==> config.mk <==
export PLATFORM = sky130hd
export DESIGN_NAME = tmd_div_stage
export DESIGN_NICKNAME = d
export VERILOG_FILES = /design/src/hdl/tmd_pkg.sv /design/src/hdl/tmd_div_stage.sv
export SDC_FILE = /design/constraint.sdc
export NUM_CORES = 1
export LEC_CHECK = 0
export CAP_MARGIN = 20
export CELL_PAD_IN_SITES_DETAIL_PLACEMENT = 1
export CELL_PAD_IN_SITES_GLOBAL_PLACEMENT = 1
export CORE_AREA = 2 2 246 248
export CTS_BUF_LIST = sky130_fd_sc_hd__clkbuf_8 sky130_fd_sc_hd__clkbuf_16
export DETAILED_ROUTE_END_ITERATION = 7
export DIE_AREA = 0 0 248 250
export DONT_BUFFER_PORTS = 1
export GPL_ROUTABILITY_DRIVEN = 0
export GPL_TIMING_DRIVEN = 0
export PLACE_DENSITY = 0.68
export SLEW_MARGIN = 20
export SYNTH_ARGS = -nofsm -noshare
export SYNTH_HDL_FRONTEND = slang
export SYNTH_SLANG_ARGS = --single-unit
==> constraint.sdc <==
create_clock -name clk -period 2.91 [get_ports clk]
set_input_delay 0.1455 -clock clk [delete_from_list [all_inputs] [get_ports clk]]
set_output_delay 0.1455 -clock clk [all_outputs]
set_load 0.05 [all_outputs]
==> src/hdl/tmd_pkg.sv <==
// Package for the thruster mixer with group desaturation.
// Holds payload structs, fixed widths and pipeline types; no dependencies.
`default_nettype none
package tmd_pkg;

  localparam int DATA_WIDTH = 16;
  localparam int FRAC_BITS  = 14;
  localparam int AXIS_W     = DATA_WIDTH + 2;   // clamped axis plus correction
  localparam int SUM_W      = DATA_WIDTH + 2;   // three-term mix sum
  localparam int MAG_W      = SUM_W - 1;        // magnitude of a mix sum
  localparam int REM_W      = MAG_W + 1;        // remainder stays below 2*m
  localparam int QUO_W      = FRAC_BITS + 1;    // quotient is at most ONE
  localparam int LANES      = 8;

  localparam logic signed [AXIS_W-1:0] ONE_AXIS = AXIS_W'(1) <<< FRAC_BITS;
  localparam logic [MAG_W-1:0]         ONE_MAG  = MAG_W'(1) << FRAC_BITS;

  typedef struct packed {
    logic signed [DATA_WIDTH-1:0] forward_cmd;
    logic signed [DATA_WIDTH-1:0] strafe_cmd;
    logic signed [DATA_WIDTH-1:0] yaw_cmd;
    logic signed [DATA_WIDTH-1:0] vertical_cmd;
    logic signed [DATA_WIDTH-1:0] pitch_cmd;
    logic signed [DATA_WIDTH-1:0] roll_cmd;
    logic signed [DATA_WIDTH-1:0] yaw_correction;
    logic signed [DATA_WIDTH-1:0] pitch_correction;
    logic signed [DATA_WIDTH-1:0] roll_correction;
  } in_item_t;

  typedef struct packed {
    logic signed [DATA_WIDTH-1:0] front_left_h;
    logic signed [DATA_WIDTH-1:0] front_right_h;
    logic signed [DATA_WIDTH-1:0] rear_left_h;
    logic signed [DATA_WIDTH-1:0] rear_right_h;
    logic signed [DATA_WIDTH-1:0] left_v_a;
    logic signed [DATA_WIDTH-1:0] right_v_a;
    logic signed [DATA_WIDTH-1:0] left_v_b;
    logic signed [DATA_WIDTH-1:0] right_v_b;
  } out_item_t;

  typedef logic signed [SUM_W-1:0] sum_t;

  typedef struct packed {
    logic             neg;
    logic             lsb;    // low magnitude bit, shifted in at the first step
    logic [REM_W-1:0] rem;
    logic [QUO_W-1:0] quo;
  } lane_t;

  typedef struct packed {
    logic [MAG_W-1:0] m;
    logic             pass;   // group already within range
  } grp_t;

  typedef struct packed {
    lane_t [LANES-1:0] lane;
    grp_t  [1:0]       grp;
  } div_pipe_t;

endpackage
`default_nettype wire

==> src/hdl/tmd_div_stage.sv <==
// One restoring-division step for all eight lanes, registered.
// Depends on tmd_pkg.
`default_nettype none
module tmd_div_stage
  import tmd_pkg::*;
#(
  parameter bit FIRST = 1'b0
) (
  input  wire logic      clk,
  input  wire logic      rst_n,
  input  wire logic      en,
  input  wire logic      d_valid,
  input  wire div_pipe_t d_data,
  output logic           q_valid,
  output div_pipe_t      q_data
);

  div_pipe_t        nxt;
  logic [REM_W-1:0] sh;
  logic [MAG_W-1:0] m;
  logic             valid_r;
  div_pipe_t        data_r;

  always_comb begin
    nxt = d_data;
    sh  = '0;
    m   = '0;
    for (int i = 0; i < LANES; i++) begin
      m  = d_data.grp[i/4].m;
      // dividend is mag << FRAC_BITS: only the first step brings in a nonzero bit
      sh = {d_data.lane[i].rem[REM_W-2:0], FIRST ? d_data.lane[i].lsb : 1'b0};
      if (!d_data.grp[i/4].pass) begin
        if (sh >= REM_W'(m)) begin
          nxt.lane[i].rem = sh - REM_W'(m);
          nxt.lane[i].quo = {d_data.lane[i].quo[QUO_W-2:0], 1'b1};
        end else begin
          nxt.lane[i].rem = sh;
          nxt.lane[i].quo = {d_data.lane[i].quo[QUO_W-2:0], 1'b0};
        end
      end
    end
  end

  always_ff @(posedge clk) begin
    if (!rst_n) begin
      valid_r <= 1'b0;
    end else if (en) begin
      valid_r <= d_valid;
    end
  end

  always_ff @(posedge clk) begin
    if (en) data_r <= nxt;
  end

  assign q_valid = valid_r;
  assign q_data  = data_r;

endmodule
`default_nettype wire

### Word level (Yosys, flattened, before mapping)

Cells that the tools add are included.

| cells by class | value |
|---|---|
| mux-type cells | 16 |
| add/subtract/negate cells | 8 |
| magnitude comparators | 8 |

Operators by type and width:

| kind | number |
|---|---|
| 33-bit 2-to-1 mux | 16 |
| 18-bit by 17-bit greater-or-equal comparator with 1-bit output | 8 |
| 18-bit by 17-bit subtractor with 18-bit output | 8 |

| storage, ports and cells | value |
|---|---|
| register bits after elaboration | 317 |
| output and inout port bits | 317 |
| word-level logic and storage cells | 69 |

### Depth between registers and ports, before layout

| logic depth | value |
|---|---|
| depth after elaboration | 3 |
| mapped depth | 13 |

### Worst setup path before layout

Ideal clock, no wire load.

| timing | value |
|---|---|
| kind | input -> register |
| from | input port d_data[1] in the netlist's numbering |
| to | register data_r, in the netlist q_data[103], data pin |
| setup time | 0.260 ns |
| data arrival time | 2.469 ns |
| slack | 0.181 ns |
| required time | 2.650 ns |
| stages on the path | 10 |
| cells stage by stage | inv_1 -> fa_1 -> a21o_1 -> a21o_1 -> a211oi_2 -> o21ai_2 -> a2111oi_4 -> nor2_1 -> mux2_2 -> mux2_2 |

RTL lines:

| what | RTL line | text |
|---|---|---|
| start, declared | tmd_div_stage.sv:13 | `input wire div_pipe_t d_data,` |
| end signal, assigned | tmd_div_stage.sv:53 | `if (en) data_r <= nxt;` |
| end, declared | tmd_div_stage.sv:22 | `div_pipe_t data_r;` |

==> impl_results.md <==
- Status: finished with violations
- Failing checks: hold timing
- 1st-pass router iterations: 7
- Total I/O pin count: 637
- Yosys top cell by area: edfxtp_1
- Vias/cell: 6.06
- TritonCTS Buffers: 38
- Die area: 62000 µm²
- CTS max path bufs: 3
- DRC viols: 0
- Post-synthesis async set-or-reset flop share: 0%
- DP HPWL: 66.0 mm
- Worst hold path depth: 0
- EDFF count, synth: 316
- Syn Inst Count: 1951
- Hold Buf Count CTS: 375
- Initial core utilization: 35.2%
- Row cnt: 90
- Syn avg cell area: 10.7 µm²
- Fmax: 349 MHz
- Critical path launch point type: primary input
- Worst-Margin Slew: 1.11 ns
- Total Power: 0.0161 W
- RSZ-0062 raised after global routing: true
- Tcrit/Tclk final: 98.6%
- Min-delay src: en
- Flops & latches, synth: 317
- Hold Crit Class: in2reg
- First DRT Iteration DRCs: 1466
- Root buf cell: clkbuf_16
- CP Class: in2reg
- Netlist Area Pre-Place: 21000 µm²
- Syn nets: 2415
- Area Overhead vs Synth: 29.4%
- Worst-Skew Late Latency: 0.56 ns
- CP Launch Point: d_data[0]
- Post-Synth Adder-Cell Area: 8.88%
- Worst Reg-to-Reg Cells: 3
- Maximum vdd drop: 0.501 mV
- CTS sink cnt: 317
- Post-Synth Simple-Gate Area: 10.7%
- Final Setup Violations: 0
- CTS clock-pin slew for the worst setup and hold paths: 0.06 ns
- Largest family of logic cells by synthesized area: compound AO/OA/AOI/OAI gates
- Worst Skew: 0 ns
- Final nets: 2837
- Max-Cap Viols: 0
- Detailed-route wire length per cell: 30.8 µm
- Die height: 250 µm
- CTS H-tree lvls: 2
- Final worst path period need: 2.87 ns
- Slew Viols, Final: 0
- Commonest non-fill, non-tap cell in the layout: dlygate4sd3_1
- RR Startpoint: q_valid
- Seq/Total Area, Yosys: 45.3%
- Post-synthesis mux area share: 9.65%
- CP Capture Type: flip-flop
- Global Route Usage Sum: 30.4%
- Die width: 248 µm
- CTS tree: yes
- Rel. slew slack: 26.1%
- Distinct cells, synth: 81
- Share of layout cells above drive strength 1: 11.0%
- Worst-path maximum fanout: 10
- Initial antenna violation count: 10
- Routed Antenna Nets: 0
- Largest cells by area after synthesis: edfxtp_1, ha_1, mux2_2, a21oi_1, nand2_1
- LEAKAGE: 10.4 nW
- Top-area cell type share of the netlist area: 45.2%
- Routed vias: 19365
- Global-route wire length before repair: 139 mm
- Final hold vios: 109
- Placed cells: 2733
- Primary FF master, synth: edfxtp_1
- Synthesis Warnings: 0
- Non-Filler Instances: 3197
- Worst hold slack: -0.319 ns
- PwrDens: 592 nW/µm²
- Most frequent cells in the layout: dlygate4sd3_1, edfxtp_1, nand2_1, a21oi_1, mux2_2
- Synth Area in Compound Gates: 18.2%
- Remaining Overflow, GRT: 0
- Routed WL: 98.4 mm
- Setup TNS: 0 ns
- CP Data Required Time: 3.25 ns
- Core footprint: 59600 µm²
- Largest net degree at the start of global routing: 318
- Count of input and output buffers: 0
- XOR/XNOR Fraction of Synth Area: 4.26%
- Data arrival, critical path: 3.21 ns
- Vias in the first global route: 20168
[cell type report]
type | count | area [µm²]
Buffer | 76 | 349
Inverter | 76 | 304
Timing Repair Buffer | 382 | 3820
Multi-Input combinational cell | 1482 | 10900
Clock buffer | 39 | 976
Fill cell | 6429 | 32400
Tap cell | 782 | 978
Clock inverter | 26 | 254
Sequential cell | 317 | 9510
Antenna cell | 17 | 42.5
[critical path, stage by stage]
cell and delay [ns]:
clkbuf_1 0.38, clkdlybuf4s15_1 0.74, buf_1 0.81, clkbuf_1 0.74, nand2_1 0.13, o21ai_1 0.24
[per-layer routing]
layer  GRT usage, %  vias to the layer above  routed length [µm]
met4           16.2                        4                5840
met2           50.3                     1183               46400
li1               -                     8277                   -
met1           35.3                     9571               36600
met5              0                        -                  27
met3           9.03                      330                9550
[cells by family (layout without fill, tap and decap cells)]
| logic type | Yosys count | count (layout) |
|---|---|---|
| buf+inv | 152 | 599 |
| xor+xnor | 102 | 102 |
| fa+ha+maj | 144 | 144 |
| simple gates | 473 | 473 |
| flops | 317 | 317 |
| mux | 184 | 184 |
| other cells | 0 | 17 |
| compound gates | 579 | 579 |
[state kept, by name (all words and copies together) (netlist names)]
signal   flops
q_data     316
q_valid      1
[power breakdown]
part / switching [W] / internal [W] / leakage (nW)
sequential: 0.00195 / 0.00566 / 3.10
clock: 0.00211 / 0.00280 / 0.624
combinational: 0.00198 / 0.00155 / 6.71
[worst paths after layout]
check	slack (ns)	to
setup reg to reg	1.41	q_valid
hold reg to reg	1.33	q_valid
hold / removal	-0.32	q_data[303]
setup / recovery	0.04	q_data[67]
[cells in the mapped netlist (10+ instances only)]
cell / number
o21a_1: 22
o211ai_1: 14
o21bai_1: 15
xor2_1: 41
buf_2: 17
nand3_1: 27
inv_1: 76
xnor2_1: 61
ha_1: 136
and3_1: 23
nor2_1: 123
o31ai_1: 15
mux2_2: 138
a31oi_1: 16
edfxtp_1: 316
nand2b_1: 26
nor3_1: 22
or3_1: 10
a221o_1: 16
nor3b_1: 12
o21ai_0: 109
nor2b_1: 22
a211oi_1: 40
clkbuf_1: 48
nand2_1: 162
a21oi_1: 147
mux2i_1: 39
a21o_1: 49
o21ai_1: 45
[through the flow]
| step | utilization, % | instance area [µm²] | setup slack (ns) |
|---|---|---|---|
| after global routing | 45.5 | 27100 | -0.00993 |
| final | 45.5 | 27100 | 0.0411 |
| after CTS | 45.2 | 26900 | 0.0536 |
| after detailed placement | 36.8 | 22000 | -0.530 |
| after floorplan | - | 21000 | 0.181 |
| after global placement | 36.8 | 22000 | -0.505 |
[timing repair]
action | in CTS | in global routing
resized for setup | 0 | 23
setup endpoints to repair | 0 | 19
hold endpoints to repair | 633 | 278
buffers inserted | 0 | 7
Note: power is estimated with default switching activity, not from simulation.
